===== src/rtl/core/lav_pkg.sv =====
// ----------------------------------------------------------------------------
// lav_pkg: shared types, constants and rounding helpers
// Fixed-point formats, status codes and the matrix record handed to the
// output stage of the look-at matrix builder.
// ----------------------------------------------------------------------------
package lav_pkg;

    // status codes
    localparam logic [1:0] STAT_OK  = 2'd0;
    localparam logic [1:0] STAT_EYE = 2'd1;
    localparam logic [1:0] STAT_PAR = 2'd2;

    // last column index
    localparam logic [1:0] COL_LAST = 2'd3;

    // fixed-point constants
    localparam logic signed [31:0] Q16_ONE = 32'sh0001_0000;
    localparam int unsigned UNIT_FRAC = 30;   // Q2.30 fraction bits
    localparam int unsigned ROT_SH    = 14;   // Q2.30 -> Q16.16

    // normalizer geometry
    localparam int D_W       = 33;  // centre - eye
    localparam int SR_W      = 64;  // f x up
    localparam int SCALE_MSB = 29;  // largest scaled magnitude lands in [2^29, 2^30)
    localparam int SC_W      = 30;
    localparam int SQ_W      = 62;  // sum of squares
    localparam int SQ_N      = 31;  // root bits
    localparam int LEN_W     = 31;
    localparam int NUM_W     = 61;  // dividend
    localparam int QT_W      = 31;  // quotient bits

    // sideband carried through the first normalizer
    typedef struct packed {
        logic [2:0][31:0] eye;
        logic [2:0][31:0] up;
    } lav_sbf_t;

    // sideband carried through the second normalizer
    typedef struct packed {
        logic [2:0][31:0] eye;
        logic [2:0][31:0] f;
        logic             ok_f;
    } lav_sbs_t;

    // finished matrix, rot[row][col]
    typedef struct packed {
        logic [1:0]            status;
        logic [2:0][2:0][31:0] rot;
        logic [2:0][31:0]      trn;
    } lav_mat_t;

    // shift right by n with rounding half away from zero
    function automatic logic signed [63:0] rnd_shift(input logic signed [63:0] v,
                                                     input int unsigned n);
        logic [63:0] m;
        logic [63:0] r;
        m = v[63] ? (~v + 64'd1) : v;
        r = (m + (64'd1 << (n - 1))) >> n;
        return v[63] ? -$signed(r) : $signed(r);
    endfunction

    // clamp to the Q16.16 range
    function automatic logic signed [31:0] sat32(input logic signed [63:0] v);
        if (v > 64'sd2147483647) begin
            return 32'sh7fff_ffff;
        end else if (v < -64'sd2147483648) begin
            return 32'sh8000_0000;
        end
        return v[31:0];
    endfunction

endpackage


===== src/rtl/core/lav_out.sv =====
// ----------------------------------------------------------------------------
// lav_out: column serializer
// Holds one finished matrix and sends it one column per accepted beat, or a
// single status beat for a degenerate view.
// ----------------------------------------------------------------------------
module lav_out
    import lav_pkg::*;
(
    input  logic               aclk,
    input  logic               aresetn,
    input  logic               ld_valid,
    input  lav_mat_t           ld_mat,
    output logic               can_load,
    output logic               m_valid,
    input  logic               m_ready,
    output logic [1:0]         m_column,
    output logic signed [31:0] m_elem_0,
    output logic signed [31:0] m_elem_1,
    output logic signed [31:0] m_elem_2,
    output logic signed [31:0] m_elem_3,
    output logic [1:0]         m_status,
    output logic               m_last
);
    logic       hold_v_reg;
    logic [1:0] col_reg;
    lav_mat_t   mat_reg;
    logic       last_beat;

    assign last_beat = (mat_reg.status != STAT_OK) || (col_reg == COL_LAST);
    assign can_load  = !hold_v_reg || (m_ready && last_beat);

    // hold register and column counter
    always_ff @(posedge aclk) begin
        if (!aresetn) begin
            hold_v_reg <= 1'b0;
            col_reg    <= '0;
        end else if (can_load) begin
            hold_v_reg <= ld_valid;
            col_reg    <= '0;
        end else if (m_ready) begin
            col_reg <= col_reg + 2'd1;
        end
    end

    always_ff @(posedge aclk) begin
        if (can_load && ld_valid) mat_reg <= ld_mat;
    end

    // column select
    always_comb begin
        m_column = '0;
        m_elem_0 = '0;
        m_elem_1 = '0;
        m_elem_2 = '0;
        m_elem_3 = '0;
        if (mat_reg.status == STAT_OK) begin
            m_column = col_reg;
            case (col_reg)
                COL_LAST: begin
                    m_elem_0 = mat_reg.trn[0];
                    m_elem_1 = mat_reg.trn[1];
                    m_elem_2 = mat_reg.trn[2];
                    m_elem_3 = Q16_ONE;
                end
                default: begin
                    m_elem_0 = mat_reg.rot[0][col_reg];
                    m_elem_1 = mat_reg.rot[1][col_reg];
                    m_elem_2 = mat_reg.rot[2][col_reg];
                end
            endcase
        end
    end

    assign m_valid  = hold_v_reg;
    assign m_status = mat_reg.status;
    assign m_last   = last_beat;

endmodule


===== config.mk =====
export PLATFORM = sky130hd
export DESIGN_NAME = lav_out
export DESIGN_NICKNAME = d
export VERILOG_FILES = /design/src/rtl/core/lav_pkg.sv /design/src/rtl/core/lav_out.sv
export SDC_FILE = /design/constraint.sdc
export NUM_CORES = 1
export LEC_CHECK = 0
export BUFFER_PORTS_ARGS = -buffer_cell sky130_fd_sc_hd__buf_2
export CAP_MARGIN = 25
export CORE_AREA = 5 5 202 204
export CTS_CLUSTER_SIZE = 16
export DETAILED_ROUTE_END_ITERATION = 12
export DIE_AREA = 0 0 207 209
export GPL_ROUTABILITY_DRIVEN = 0
export PLACE_DENSITY = 0.68
export SLEW_MARGIN = 30
export SYNTH_ARGS = -nofsm -noshare
export SYNTH_HDL_FRONTEND = slang
export SYNTH_SLANG_ARGS = --single-unit

===== constraint.sdc =====
create_clock -name aclk -period 10.65 [get_ports aclk]
set_input_delay 0.5325 -clock aclk [delete_from_list [all_inputs] [get_ports aclk]]
set_output_delay 0.5325 -clock aclk [all_outputs]
set_load 0.02 [all_outputs]

After elaboration in Yosys (flattened, before gate mapping)
Cells that the tools add are included.
Storage, ports and cells
  input port bits: 390
  output and inout port bits: 135
  logic and storage cells: 42
  flip-flop bits (word level): 389
Operators by class
  bitwise logic cells: 1
  order comparisons: 1
  eq/ne operators: 1
  reductions and logical operators: 8
  $add $sub $neg: 1
  mux-type cells: 15
Operator list (count)
  $mux W32: 9
  $bmux W32 S2: 3
  $mux W17: 2
  $lt A2 B3 Y1 const B: 1
  $add A2 B1 Y2 const B: 1
  $eq A2 B2 Y1 const B: 1
  $logic_and A1 B1 Y1: 2
  $logic_not A2 Y1: 1
  $logic_or A1 B1 Y1: 2
  $mux W2: 1
  $reduce_bool A2 Y1: 1
  $reduce_or A2 Y1: 1
  $logic_not A1 Y1: 1
  $not A1 Y1: 1

Logic depth before layout (Yosys ltp)
  depth in word-level cells: 5
  gate-level depth with buffers: 6
  depth with buffers taken out: 5

Worst setup path after synthesis
No wires, ideal clock.
  path type: register to register
  start point: reg col_reg[1]
  end point: reg mat_reg, in the netlist m_status[0] (enable)
  period minus slack after synthesis: 10822 ps
  cell stages (with the launch flop): 5
  arrival: 10025 ps
  buffers on the path: 0
  slack: -172 ps
  setup time: 797 ps
  required time: 9853 ps
  path through: dfxtp_1 ha_1 nor3_4 o21ai_0 and2_1
Between the ends
  longest elaborated chain between the ends: 5
Ends and longest elaborated chain
  from (decl): RTL line lav_out.sv:25  | logic [1:0] col_reg;
  from (signal assigned): RTL line lav_out.sv:41  | col_reg <= col_reg + 2'd1;
  $eq A2 B2 Y1: RTL line lav_out.sv:29  | assign last_beat = (mat_reg.status != STAT_OK) || (col_reg == COL_LAST);
  $logic_or A1 B1 Y1: RTL line lav_out.sv:29
  $logic_and A1 B1 Y1: RTL line lav_out.sv:30  | assign can_load = !hold_v_reg || (m_ready && last_beat);
  $logic_or A1 B1 Y1: RTL line lav_out.sv:30
  named net can_load: RTL line lav_out.sv:13  | output logic can_load,
  $logic_and A1 B1 Y1: RTL line lav_out.sv:46  | if (can_load && ld_valid) mat_reg <= ld_mat;
  to (signal assigned): RTL line lav_out.sv:46
  to (decl): RTL line lav_out.sv:26  | lav_mat_t mat_reg;
The timed path passes the listed nets, and every way through them passes these cells.
A chain may end at the register's enable or synchronous reset.

Worst setup path after layout
  start point: reg col_reg[0]
  end point: reg mat_reg[337] in the netlist's numbering (enable)
Between the ends
  longest elaborated chain between the ends: 5
Ends and longest elaborated chain (RTL line)
  $eq A2 B2 Y1: lav_out.sv:29
  $logic_or A1 B1 Y1: lav_out.sv:29
  $logic_and A1 B1 Y1: lav_out.sv:30
  $logic_or A1 B1 Y1: lav_out.sv:30
  $logic_and A1 B1 Y1: lav_out.sv:46
Every way passes these cells.

==> flow_metrics.tcl <==
set metrics [dict create \
    p_sw_share_pct 21.0 \
    synth_edf_count 386 \
    worstHoldStart "ld_mat[26]" \
    num_rows 73 \
    status "finished, final reports clean" \
    power_density_nw_per_um2 175 \
    fillers 3340 \
    dp_hpwl_mm 27.4 \
    finalCritPeriodShare_pct 43.0 \
    slew_headroom_pct 39.8 \
    p_leak_nw 7.40 \
    r2r_start "col_reg[0]" \
    die_y_um 209 \
    largest_reg_flops 384 \
    grt_max_degree 190 \
    setup_tns_ns 0 \
    wl_mm 39.3 \
    clock_latency_ns 0.54 \
    internal_power_mw 2.69 \
    fin_crit_ns 4.58 \
    drc_errors 0 \
    worst_ep_arrival_time_ns 4.75 \
    seq_power_share_pct 53.5 \
    multi_input_area_um2 3230 \
    worstPathCellList "ha_1 -> nor3_4 -> buf_4 -> o21ai_0 -> and2_4 -> buf_12 -> buf_16 -> buf_12 -> buf_16" \
    core_um2 39100 \
    clk_path_buf_depth 3 \
    worst_pin_slew_ns 0.903 \
    cp_slowest_cell "dfxtp_4" \
    pwr-share-comb_pct 6.8 \
    syn_to_final_growth_pct 26.7 \
    synth.avg_cell_area_um2 17.2 \
    drive_gt1_share_pct 40.3 \
    fmax_mhz 219 \
    vias 9675 \
    crit_path_max_fanout 126 \
    slew_viol_final 0 \
    seq_area_um2 11700 \
    ys_async_sr_fraction_pct 0 \
    crit_type "reg2reg" \
    grt_pass1_wl_mm 57.2 \
    cts-root-buf "clkbuf_16" \
    drt_first_iter_violations 589 \
    max_stage_delay_ns 0.88 \
    setup_viol 0 \
    placed_cell_area_um2 18100 \
    worst_setup_path_start_kind "flop" \
    die_w_um 207 \
    p_sw_mw 0.716 \
    post_cts_buffers 0 \
    rsz0062_at_grt "no" \
    viasPerCell 5.02 \
    ir_worst_vdd_v 0.000142 \
    portBuffers 493 \
    numCtsBuffers 40 \
    required_ns 10.82 \
    startpoint "col_reg[0]" \
    fin_area_um2 19400 \
    finalHoldViolCount 0 \
    netlist_area_um2 15300 \
    end_kind "flop" \
    ys_dominant_reg_cell "edfxtp_1" \
    hold_slack_ns 0.166 \
    tritoncts "done" \
    initial_core_util_pct 39.3 \
    maxCapViolCount 0 \
    ant_nets 0 \
    synthCells 890 \
    cts-hold-fix-buffers 0 \
    fin_total_pwr_mw 3.41 \
    gr-total-overflow 0 \
    wl_per_cell_um 20.4 \
    post-place-ws_ns 6.27 \
    pin_count 525 \
    ys_seq_area_share_pct 75.9 \
    hp-class "in2reg" \
    synth-seq-cells 389 \
    finalWorstSetupSlack_ns 6.07 \
    firstDrtPassIters 8 \
    antenna_found_initial 14 \
    final_nets 1760 \
    synth_cell_type_count 23 \
    grt_usage_pct 17.1 \
    cts_resized 0 \
    clock_skew_ns 0.0108 \
    h-tree-depth 2 \
    p_clk_share_pct 39.7 \
    ys_warn_count 0 \
    clk_pin_slew_ns 0.06 \
    grt_pass1_vias 9895 \
    die-area_um2 43300 \
    cts.sinks 389 \
]
final timing paths:
kind | to | slack [ns] | cells after the start
max reg2reg | mat_reg[337] | 6.07 | 9
max | mat_reg[337] | 6.07 | 9
min | mat_reg[26] | 0.17 | 1
min reg2reg | col_reg[1] | 0.49 | 2
critical path: cells and delay by family (launching register included):
| kind | cells | cell delay [ns] |
|---|---|---|
| flip-flops | 1 | 0.88 |
| buffers and inverters | 5 | 1.91 |
| AND/OR/NAND/NOR | 2 | 0.35 |
| AO/OA/AOI/OAI | 1 | 0.31 |
| adder cells (fa/ha/maj) | 1 | 0.34 |
layout by cell type (no fill, tap or decap):
master,Yosys,routed
a21boi_0,1,1
clkinv_1,0,7
nor3_4,1,1
inv_2,1,1
nand3_1,1,1
a21oi_1,2,2
inv_1,2,2
mux2i_1,96,96
bufinv_16,0,4
diode_2,0,8
nor2_1,1,1
nand3b_1,96,96
o21ai_0,97,97
buf_12,0,2
conb_1,1,31
buf_2,20,493
or3_1,1,1
inv_6,0,2
clkbuf_1,29,9
clkbuf_16,0,41
and2_4,0,2
nand2_1,3,3
edfxtp_1,386,386
dfxtp_4,0,2
buf_16,0,2
dfxtp_1,3,1
ha_1,1,1
a22o_1,96,96
and2_1,4,2
buf_4,42,7
clkinv_2,0,6
cell families after synthesis:
logic type / share of synthesized area (%)
flops: 75.9
fa+ha+maj: 0.0815
buf+inv: 3.83
mux: 6.26
simple gates: 5.14
compound gates: 8.76
other cells: 0.0244
final cells by class:
type	instances	share of cell area [%]
Sequential cell	389	60.0
Multi-Input combinational cell	431	16.6
Timing Repair Buffer	504	13.5
Clock buffer	50	5.45
Tap cell	525	3.38
Clock inverter	19	0.997
Antenna cell	8	0.103
Inverter	3	0.0579
power by group through the flow:
stage,Combinational [mW],Sequential [mW],Clock [mW]
floorplan,0.119,1.86,0
global placement,0.225,1.85,0
detailed placement,0.228,1.86,0
CTS,0.229,1.83,1.39
global route,0.249,1.83,1.46
finish,0.230,1.82,1.35
stage by stage:
step           util [%]  instances
4_1_cts            49.5       1919
2_1_floorplan         -        920
3_3_place_gp       46.3       1850
5_1_grt            49.7       1926
6_report           49.7       1929
3_5_place_dp       46.3       1850
routing by layer:
metal / GRT usage [%] / part of all wire, % / vias up
li1: - / - / 4438
met1: 19.9 / 37 / 4622
met2: 29.0 / 50 / 508
met3: 5.34 / 8.7 / 95
met4: 7.77 / 4.0 / 12
met5: 0 / 0.20 / -
synthesized netlist by cell type (2+ instances only):
master	n	share of area, %
dfxtp_1	3	0.39
a22o_1	96	5.5
buf_1	2	0.049
and2_1	4	0.16
buf_2	20	0.65
buf_6	4	0.29
nand3b_1	96	4.7
o21ai_0	97	3.2
buf_4	42	2.1
inv_1	2	0.049
nand2_1	3	0.073
edfxtp_1	386	76
a21oi_1	2	0.065
mux2i_1	96	6.3
clkbuf_1	29	0.71
Note: power is estimated with default switching activity, not from simulation.
